### src/rtl/core/pjs_pkg.sv
// shared types and constants for the point to segment projection pipeline
// no dependencies
package pjs_pkg;

    localparam int DIV_STEPS  = 16;
    localparam int SQRT_STEPS = 33;
    localparam logic [16:0] ONE_Q16 = 17'h10000;

    typedef struct packed {
        logic signed [31:0] px;
        logic signed [31:0] py;
        logic signed [31:0] sx;
        logic signed [31:0] sy;
        logic signed [32:0] dx;
        logic signed [32:0] dy;
        logic               degen;
        logic               tzero;
        logic               tone;
    } div_side_t;

    typedef struct packed {
        logic [65:0] r;
        logic [64:0] l2;
        logic [15:0] q;
        div_side_t   side;
    } div_work_t;

    typedef struct packed {
        logic [31:0] qx;
        logic [31:0] qy;
        logic [16:0] t;
        logic        degen;
    } sqrt_side_t;

    typedef struct packed {
        logic [35:0] rem;
        logic [65:0] rad;
        logic [32:0] root;
        sqrt_side_t  side;
    } sqrt_work_t;

endpackage

### src/rtl/core/pjs_div_cell.sv
// one restoring division step producing one quotient bit of t
// depends on pjs_pkg
module pjs_div_cell
(
    input  logic               clk,
    input  logic               rst_n,
    input  logic               up_valid,
    output logic               up_ready,
    input  pjs_pkg::div_work_t up_work,
    output logic               dn_valid,
    input  logic               dn_ready,
    output pjs_pkg::div_work_t dn_work
);

    logic               valid_reg;
    pjs_pkg::div_work_t work_reg;
    pjs_pkg::div_work_t work_next;
    logic [65:0]        shifted;
    logic [65:0]        l2_ext;

    assign up_ready = !valid_reg || dn_ready;
    assign dn_valid = valid_reg;
    assign dn_work  = work_reg;

    always_comb
    begin
        shifted   = {up_work.r[64:0], 1'b0};
        l2_ext    = {1'b0, up_work.l2};
        work_next = up_work;
        if (shifted >= l2_ext)
        begin
            work_next.r = shifted - l2_ext;
            work_next.q = {up_work.q[14:0], 1'b1};
        end
        else
        begin
            work_next.r = shifted;
            work_next.q = {up_work.q[14:0], 1'b0};
        end
    end

    always_ff @(posedge clk or negedge rst_n)
    begin
        if (!rst_n)
        begin
            valid_reg <= 1'b0;
        end
        else if (up_ready)
        begin
            valid_reg <= up_valid;
        end
    end

    always_ff @(posedge clk)
    begin
        if (up_ready && up_valid)
        begin
            work_reg <= work_next;
        end
    end

endmodule

### config.mk
export PLATFORM = sky130hd
export DESIGN_NAME = pjs_div_cell
export DESIGN_NICKNAME = d
export VERILOG_FILES = /design/src/rtl/core/pjs_pkg.sv /design/src/rtl/core/pjs_div_cell.sv
export SDC_FILE = /design/constraint.sdc
export NUM_CORES = 1
export LEC_CHECK = 0
export BUFFER_PORTS_ARGS = -buffer_cell sky130_fd_sc_hd__buf_2
export CAP_MARGIN = 20
export CORE_AREA = 2 2 267 269
export CTS_CLUSTER_DIAMETER = 60
export DETAILED_ROUTE_END_ITERATION = 12
export DIE_AREA = 0 0 269 271
export HOLD_SLACK_MARGIN = 0.1
export PLACE_DENSITY = 0.5
export REMOVE_ABC_BUFFERS = 1
export SLEW_MARGIN = 20
export SYNTH_ARGS = -nofsm -noshare
export SYNTH_HDL_FRONTEND = slang
export SYNTH_SLANG_ARGS = --single-unit
### constraint.sdc
create_clock -name clk -period 12.34 [get_ports clk]
set_clock_uncertainty 0.15 [all_clocks]
set_input_delay 1.851 -clock clk [delete_from_list [all_inputs] [get_ports clk]]
set_output_delay 1.851 -clock clk [all_outputs]
set_load 0.01 [all_outputs]
==> run_results.csv <==
group,metric,value,unit
setup_path,critPathMaxFanout,5,
synthesis,syn-cell-area,0.0154,sq mm
placed_design,dp_cells,2748,
final_layout,multi_input_area,0.00447,sq mm
synthesis,yosysMostFrequentCell,"edfxtp_1",
timing,max_freq,183,MHz
setup_path,start_kind,"primary input",
clock_network,hold_buffers,0,
synthesis,synth-adder-area-share,5.43,%
detailed_routing,ant_nets,0,
setup_path,end_kind,"flop",
clock_network,clock_path_buffers,3,
floorplanning,die_h,271,um
timing,whs,0.386,ns
global_routing,grt_max_degree,178,
timing,period_share,44.3,%
clock_network,numCtsBuffers,47,
detailed_routing,wl_per_cell,24.2,um
synthesis,synthTopCellsByArea,"edfxtp_1, ha_1, a21oi_1",
synthesis,synth-compound-area-share,12.4,%
synthesis,async_flop_share,0.290,%
placed_design,dp_hpwl,57000,um
clock_network,clk_latency,0.58,ns
synthesis,synth_edf_count,344,
synthesis,synth_top_area_cell,"edfxtp_1",
synthesis,ys_ff_latch,345,
floorplanning,start_util,22.0,%
timing,post-route-min-period,5.46,ns
clock_network,cts_tree,"yes",
setup_path,path_class,"primary input to flop",
detailed_routing,drt-initial-drc-count,773,
global_routing,grt_usage,18.1,%
hold_path,worst_hold_path_type,"flop to flop",
global_routing,antenna_found_initial,76,
setup_path,cp.required,12.50,ns
synthesis,synth_top_family_by_area,"compound AO/OA/AOI/OAI gates",
final_layout,layout-drive-gt1-share,42.0,%
synthesis,ys_seq_area_share,67.4,%
timing,slew-limit-headroom,31.7,%
floorplanning,core,0.0698,sq mm
detailed_routing,dr_total_vias,12600,
timing,maxSlewViolCount,0,
final_layout,syn_to_final_growth,39.5,%
synthesis,yosys_warnings,0,
timing,setup_viol,0,
placed_design,io_buffers,691,
global_routing,grt_overflow,0,
synthesis,ys.flop_type,"edfxtp_1",
clock_network,post-cts-setup-buffers,0,
synthesis,synthMuxAreaShare,0.212,%
synthesis,yosysUniqueCellTypes,74,
global_routing,grt_pass1_vias,12700,
global_routing,grt_pass1_wl,93000,um
detailed_routing,drcViolationCount,0,
floorplanning,rows,97,
clock_network,cts-root-buf,"clkbuf_16",
synthesis,synth_xor_area_share,3.42,%
timing,setup_tns,0,ns
synthesis,synth-simple-area-share,7.67,%
synthesis,yosys.area.top_type_share,67.3,%
clock_network,path_clk_slew,0.06,ns
detailed_routing,routed_wl,69000,um
final_layout,fill_cells,7244,
timing,hold_viol_final,0,
power,powerDensity,155,mW/mm^2
synthesis,synth_area_per_cell,13.3,sq um
final_layout,nNetsFinal,2271,
detailed_routing,vias_per_cell,4.42,
power,peakVddDrop,0.0896,mV
outcome,outcome,"finished clean",
floorplanning,io_pins,694,
job,drv_cap,0,
clock_network,cts_htree_levels,2,
synthesis,synth_cells,1158,
synthesis,netlist_top_cells_count,"edfxtp_1, a21oi_1, nor2_1",
floorplanning,die_area,0.0729,sq mm
power,p_leak,0.00901,uW
floorplanning,die_w,269,um
clock_network,cts.sinks,345,
detailed_routing,firstDrtPassIters,5,
timing,worst_slew_pin_slew,1.02,ns
placed_design,place_congestion,0.908,
final_layout,seqCellArea,0.0104,sq mm
final_layout,final_cells,2847,
timing,rsz0062_at_grt,"false",
setup_path,worstPathArrival,5.62,ns
clock_network,cts.repair.resized,0,
layer usage:
layer / part of all wire [%] / up-vias / track usage [%]
met4: 4.2 / 8 / 7.25
li1: - / 5759 / -
met3: 8.7 / 207 / 5.88
met2: 52 / 623 / 33.2
met1: 35 / 5979 / 18.7
met5: 0.074 / - / 0
logic make-up after synthesis:
| logic type | after synthesis |
|---|---|
| xor gates and xnor gates | 60 |
| DFF | 345 |
| and+or+nand+nor | 253 |
| AOI/OAI and AO/OA | 304 |
| adders and majority gates | 66 |
| muxes | 3 |
| buffers and inverters | 127 |
sequential cells by signal (all words and copies together), names as in the netlist:
signal / count
dn_valid: 1
dn_work: 344
layout make-up:
class	count	share of cell area, %
diodes	13	0.152
clock buffers	50	5.64
clock inverters	36	1.69
well taps	940	5.49
multi-input cells	686	20.9
repair buffers	696	16.4
inverters	81	1.43
flip-flops and latches	345	48.3
stage by stage:
step	util (%)	cell area (sq um)	power, uW	worst slack, ns
final	30.7	21400	3310	6.88
after global routing	30.7	21400	3460	6.76
after CTS	30.6	21400	3360	6.97
after detailed placement	28.4	19800	1980	6.33
after global placement	28.4	19800	1970	6.35
after floorplan	-	15100	1740	1.57
report_power, final:
group | switching (uW) | internal (uW)
Sequential | 20.0 | 1390
Clock | 574 | 790
Combinational | 338 | 197
Total | 932 | 2380
critical path: stages:
cell and delay [ns]:
buf_2 0.09, inv_1 0.04, ha_1 0.36, a21oi_1 0.23, a21oi_1 0.14, o31ai_1 0.72
a311oi_1 0.38, o21ai_1 0.39, nand2_1 0.20, a41oi_1 0.57, o221ai_1 0.33, xnor2_1 0.22
o21ai_0 0.10
layout by cell type, fill, tap and decap left out, types with 6 or more instances in the layout:
cell type	n
nor3_1	13
o21bai_1	18
o21ai_0	52
clkinv_4	7
diode_2	13
nand2_1	72
a21oi_1	128
o21ai_1	6
edfxtp_1	344
nand3_1	12
xor2_1	27
clkinv_1	6
ha_1	65
a31oi_1	10
xnor2_1	33
nand4_1	31
inv_1	80
clkbuf_16	48
nor2b_1	10
o21a_1	6
clkinvlp_4	7
nor2_1	90
a21o_1	32
buf_2	691
path summary, 6_finish.rpt:
| kind | startpoint | to | slack [ns] | cells past startpoint |
|---|---|---|---|---|
| hold / removal | dn_valid | dn_valid | 0.39 | 2 |
| max in group asynchronous | rst_n | dn_valid | 11.08 | 1 |
| setup reg to reg | dn_valid | dn_work[38] | 8.82 | 4 |
| min in group asynchronous | rst_n | dn_valid | 0.88 | 1 |
| hold reg to reg | dn_valid | dn_valid | 0.39 | 2 |
| setup / recovery | up_work[215] | dn_work[339] | 6.88 | 13 |
Note: power is estimated with default switching activity, not from simulation.
