`src/rtl/core/pjs_pkg.sv`:
```
// shared types and constants for the point to segment projection pipeline
// no dependencies
package pjs_pkg;

    localparam int DIV_STEPS  = 16;
    localparam int SQRT_STEPS = 33;
    localparam logic [16:0] ONE_Q16 = 17'h10000;

    typedef struct packed {
        logic signed [31:0] px;
        logic signed [31:0] py;
        logic signed [31:0] sx;
        logic signed [31:0] sy;
        logic signed [32:0] dx;
        logic signed [32:0] dy;
        logic               degen;
        logic               tzero;
        logic               tone;
    } div_side_t;

    typedef struct packed {
        logic [65:0] r;
        logic [64:0] l2;
        logic [15:0] q;
        div_side_t   side;
    } div_work_t;

    typedef struct packed {
        logic [31:0] qx;
        logic [31:0] qy;
        logic [16:0] t;
        logic        degen;
    } sqrt_side_t;

    typedef struct packed {
        logic [35:0] rem;
        logic [65:0] rad;
        logic [32:0] root;
        sqrt_side_t  side;
    } sqrt_work_t;

endpackage

```
`src/rtl/core/pjs_sqrt_cell.sv`:
```
// one digit-by-digit square root step producing one root bit
// depends on pjs_pkg
module pjs_sqrt_cell
(
    input  logic                clk,
    input  logic                rst_n,
    input  logic                up_valid,
    output logic                up_ready,
    input  pjs_pkg::sqrt_work_t up_work,
    output logic                dn_valid,
    input  logic                dn_ready,
    output pjs_pkg::sqrt_work_t dn_work
);

    logic                valid_reg;
    pjs_pkg::sqrt_work_t work_reg;
    pjs_pkg::sqrt_work_t work_next;
    logic [35:0]         rem_sh;
    logic [35:0]         trial;

    assign up_ready = !valid_reg || dn_ready;
    assign dn_valid = valid_reg;
    assign dn_work  = work_reg;

    always_comb
    begin
        rem_sh        = {up_work.rem[33:0], up_work.rad[65:64]};
        trial         = {1'b0, up_work.root, 2'b01};
        work_next     = up_work;
        work_next.rad = {up_work.rad[63:0], 2'b00};
        if (rem_sh >= trial)
        begin
            work_next.rem  = rem_sh - trial;
            work_next.root = {up_work.root[31:0], 1'b1};
        end
        else
        begin
            work_next.rem  = rem_sh;
            work_next.root = {up_work.root[31:0], 1'b0};
        end
    end

    always_ff @(posedge clk or negedge rst_n)
    begin
        if (!rst_n)
        begin
            valid_reg <= 1'b0;
        end
        else if (up_ready)
        begin
            valid_reg <= up_valid;
        end
    end

    always_ff @(posedge clk)
    begin
        if (up_ready && up_valid)
        begin
            work_reg <= work_next;
        end
    end

endmodule

```
`config.mk`:
```
export PLATFORM = sky130hd
export DESIGN_NAME = pjs_sqrt_cell
export DESIGN_NICKNAME = d
export VERILOG_FILES = /design/src/rtl/core/pjs_pkg.sv /design/src/rtl/core/pjs_sqrt_cell.sv
export SDC_FILE = /design/constraint.sdc
export NUM_CORES = 1
export LEC_CHECK = 0
export BUFFER_PORTS_ARGS = -buffer_cell sky130_fd_sc_hd__buf_2
export CAP_MARGIN = 20
export CORE_AREA = 2 2 173 175
export DETAILED_ROUTE_END_ITERATION = 12
export DIE_AREA = 0 0 175 177
export PLACE_DENSITY = 0.7
export SYNTH_ARGS = -nofsm -noshare
export SYNTH_HDL_FRONTEND = slang
export SYNTH_SLANG_ARGS = --single-unit
```
`constraint.sdc`:
```
create_clock -name clk -period 5.46 [get_ports clk]
set_input_delay 1.092 -clock clk [delete_from_list [all_inputs] [get_ports clk]]
set_output_delay 1.092 -clock clk [all_outputs]
set_load 0.01 [all_outputs]
```
==> parameters.txt <==
Parameter                              Value

Run status
  Result of the run ... completed

Final layout
  Area Overhead vs Synth ... 37.9%
  Footprint of the multi-input gates ... around 2200 um^2
  Fraction of layout cells with a size suffix above 1 ... 0.451
  Register Area ... roughly 6500 um^2
  Number of nets in the layout ... around 1300
  Fillers ... ~2800

Logic synthesis
  Post-synth top area cell ... edfxtp_1
  Cell area after synthesis ... 8970 um^2
  Unique masters post-synth ... 50
  Async set-reset flop share out of synthesis ... 0.00463
  Sequential fraction of the synthesis area ... 0.722
  Leading post-synthesis cells by cell area ... edfxtp_1 72%, ha_1 4.9%, o21ai_0 2.6%
  Number of warning messages in the yosys log ... 0
  Count of flip-flops with a built-in enable after synthesis ... 215
  FF+latch count, synth ... about 220
  Top cell type's share of synthesized area ... 0.719
  Number of instances in the synthesized netlist ... slightly above 600
  Post-synth top flop ... edfxtp_1
  Syn_area_per_cell ... 14.7 um^2

Timing
  Endpoints failing setup ... 0
  Highest clock rate ... ~260 MHz
  Headroom to the max-slew limit ... 0.550
  Final count of hold timing violations ... 0
  Transition at the pin with the smallest max-transition slack ... around 680 ps
  Final critical path time including I/O delays and setup ... 3880 ps
  Setup TNS ... 0 ps
  RSZ-0062 raised after global routing ... false
  Tcrit/Tclk final ... 0.710
  Maximum clock skew at final layout ... about 7.7 ps
  Max Transition Viols Final ... 0

CTS
  Total setup buffers inserted after CTS ... 0
  CTS Hold Buffers Added ... 0
  CTS H-tree lvls ... 1
  CTS Buf Count ... 23
  Clock sinks ... 216
  CTS Root Cell ... clkbuf_16
  Worst-path clk slew ... 60 ps
  Post-cts resize count ... 0
  Clock insertion delay at the later pin of the skew report ... between 500 and 600 ps
  TritonCTS clock tree ... done
  Maximum clock path buffer count ... 3

Die
  Initial standard-cell utilization of the core ... 0.307
  Die Footprint ... roughly 31000 um^2
  Number of rows created at floorplan ... 63
  CORE AREA ... 29200 um^2
  X dimension of the die ... around 180 um
  Floorplan die height ... between 150 and 200 um
  Boundary Pins ... 440

GRT
  Global-route wire length before repair ... between 30 and 40 mm
  Vias in the first global route ... 6589
  Maximum number of pins on one net before global-route repair ... between 100 and 150
  Overflow left after global routing ... 0
  Overall Global Routing Usage ... 0.169
  Number of antenna violations at the first check in global routing ... 10

Drt
  Routed len/inst ... roughly 19 um
  DRC violations left ... 0
  Vias after detailed routing ... approximately 6700
  Drt first pass iters ... 4
  Initial drt markers ... 360
  Antenna Violating Nets Remaining ... 0
  Drt total wl ... around 28 mm
  Routed vias/inst ... 4.55

Pwr
  Pwr dens ... around 330 nW/um^2
  VDD IR max ... roughly 0.30 mV
  Leakage power ... roughly 5.4 nW
  Total power consumption of the routed design ... roughly 4.1 mW

Critical path
  Data arrival time of the worst path ... 4120 ps
  Critical Path Start Type ... input port
  Reg-to-reg setup timing slack ... roughly 3700 ps
  Endpoint kind of the worst setup timing path ... register
  RR Endpoint ... dn_work[114]
  Maximum fanout encountered on the critical timing path ... 33
  Worst setup path class ... input port to register
  FF-to-FF Start ... dn_valid
  Cell depth of the worst flop-to-flop path ... 3
  Data required, critical path ... roughly 5700 ps

Flow run
  Max_cap viols ... 0

Place
  RePlAce Congestion ... 0.858
  Half-perimeter wire length after detailed placement ... around 22 mm
  Buffers added on ports ... 435

Min path
  Hold WC Path Type ... input port to asynchronous set/reset pin
## cells by family (layout without fill, tap and decap cells)
family / Yosys count / in the layout / share of synthesized area
flops: 216 / 216 / 0.722
mux: 3 / 3 / 0.00349
other cells: 1 / 10 / 0.000418
fa+ha+maj: 35 / 35 / 0.0488
buf+inv: 63 / 525 / 0.0297
simple gates: 111 / 111 / 0.0572
xor+xnor: 28 / 28 / 0.0273
compound gates: 153 / 153 / 0.111
## synth_stat cells (2+ instances only)
library cell	count
edfxtp_1	215
nand2_1	53
o21ai_0	46
inv_1	44
ha_1	35
a21oi_1	33
a21o_1	21
nand3_1	14
xnor2_1	14
xor2_1	14
nor2_1	11
clkbuf_1	9
o21a_1	8
nor3_1	7
a31oi_1	6
nand4_1	6
o31ai_2	6
a211oi_1	5
and3_1	5
nand2b_1	5
a21boi_0	4
and2_1	4
buf_2	4
o21bai_1	4
o2111ai_1	3
o31ai_1	3
a211o_1	2
buf_4	2
buf_6	2
clkbuf_2	2
mux2i_1	2
nor2b_1	2
o211ai_1	2
## cell usage in the layout, fill, tap and decap left out, types with 7 or more instances in the layout
| master | count |
|---|---|
| edfxtp_1 | 215 |
| xor2_1 | 14 |
| clkbuf_1 | 7 |
| nand3_1 | 14 |
| o21ai_0 | 46 |
| nand2_1 | 53 |
| xnor2_1 | 14 |
| diode_2 | 8 |
| ha_1 | 35 |
| inv_1 | 44 |
| o21a_1 | 8 |
| buf_2 | 435 |
| a21o_1 | 21 |
| nor2_1 | 11 |
| clkbuf_16 | 23 |
| nor3_1 | 7 |
| a21oi_1 | 33 |
## worst max-delay path, stage by stage
cell and delay [ps]:
buf_2 130, inv_1 50, ha_1 380, nand2_1 130, nor3_1 410, a21boi_2 250
a21boi_1 100, o21a_1 270, o41a_2 800, buf_4 320, nand2_1 80, o21ai_0 90
## report_power, final
group	total [mW]	switching (mW)	internal [mW]	leakage, nW
clock	1.55	0.621	0.930	0.356
combinational	0.601	0.353	0.247	2.95
sequential	1.99	0.0269	1.96	2.06
## how the worst max path moves through the flow
stage | to | startpoint | cells past startpoint | slack [ps]
final | dn_work[194] | up_work[95] | 12 | 1580
after global routing | dn_work[205] | up_work[95] | 12 | 1380
after CTS | dn_work[195] | up_work[95] | 12 | 1540
after detailed placement | dn_work[195] | up_work[95] | 12 | 990
after global placement | dn_work[187] | up_work[95] | 12 | 1000
after floorplan | dn_work[0] | dn_ready | 2 | 1070
## through the flow
stage,hold WS [ps],instances,util,cell area (um^2),worst slack [ps]
floorplan,622,611,-,8980,1070
global placement,517,1422,0.397,11600,1000
detailed placement,554,1422,0.397,11600,990
CTS,324,1463,0.422,12400,1540
global route,326,1471,0.423,12400,1380
finish,357,1471,0.423,12400,1580
## area by class of cell
cell class              count  area share
diodes                      8     0.00162
clock buffers              31      0.0498
clock inverters            10      0.0103
inverters                  44      0.0134
multi-input cells         332       0.181
flip-flops and latches    216       0.524
well taps                 390      0.0394
repair buffers            440       0.181
## routing by layer
metal	wire length [um]	vias up	track usage
met5	28	-	0
met4	643	4	0.0635
met2	14600	288	0.303
met1	10200	3151	0.189
li1	-	3199	-
met3	2320	45	0.0530
## state kept, by name, summed over array words and instances (netlist names)
register	cells
dn_work	215
dn_valid	1
No activity file was read; power rests on OpenSTA's default activity.
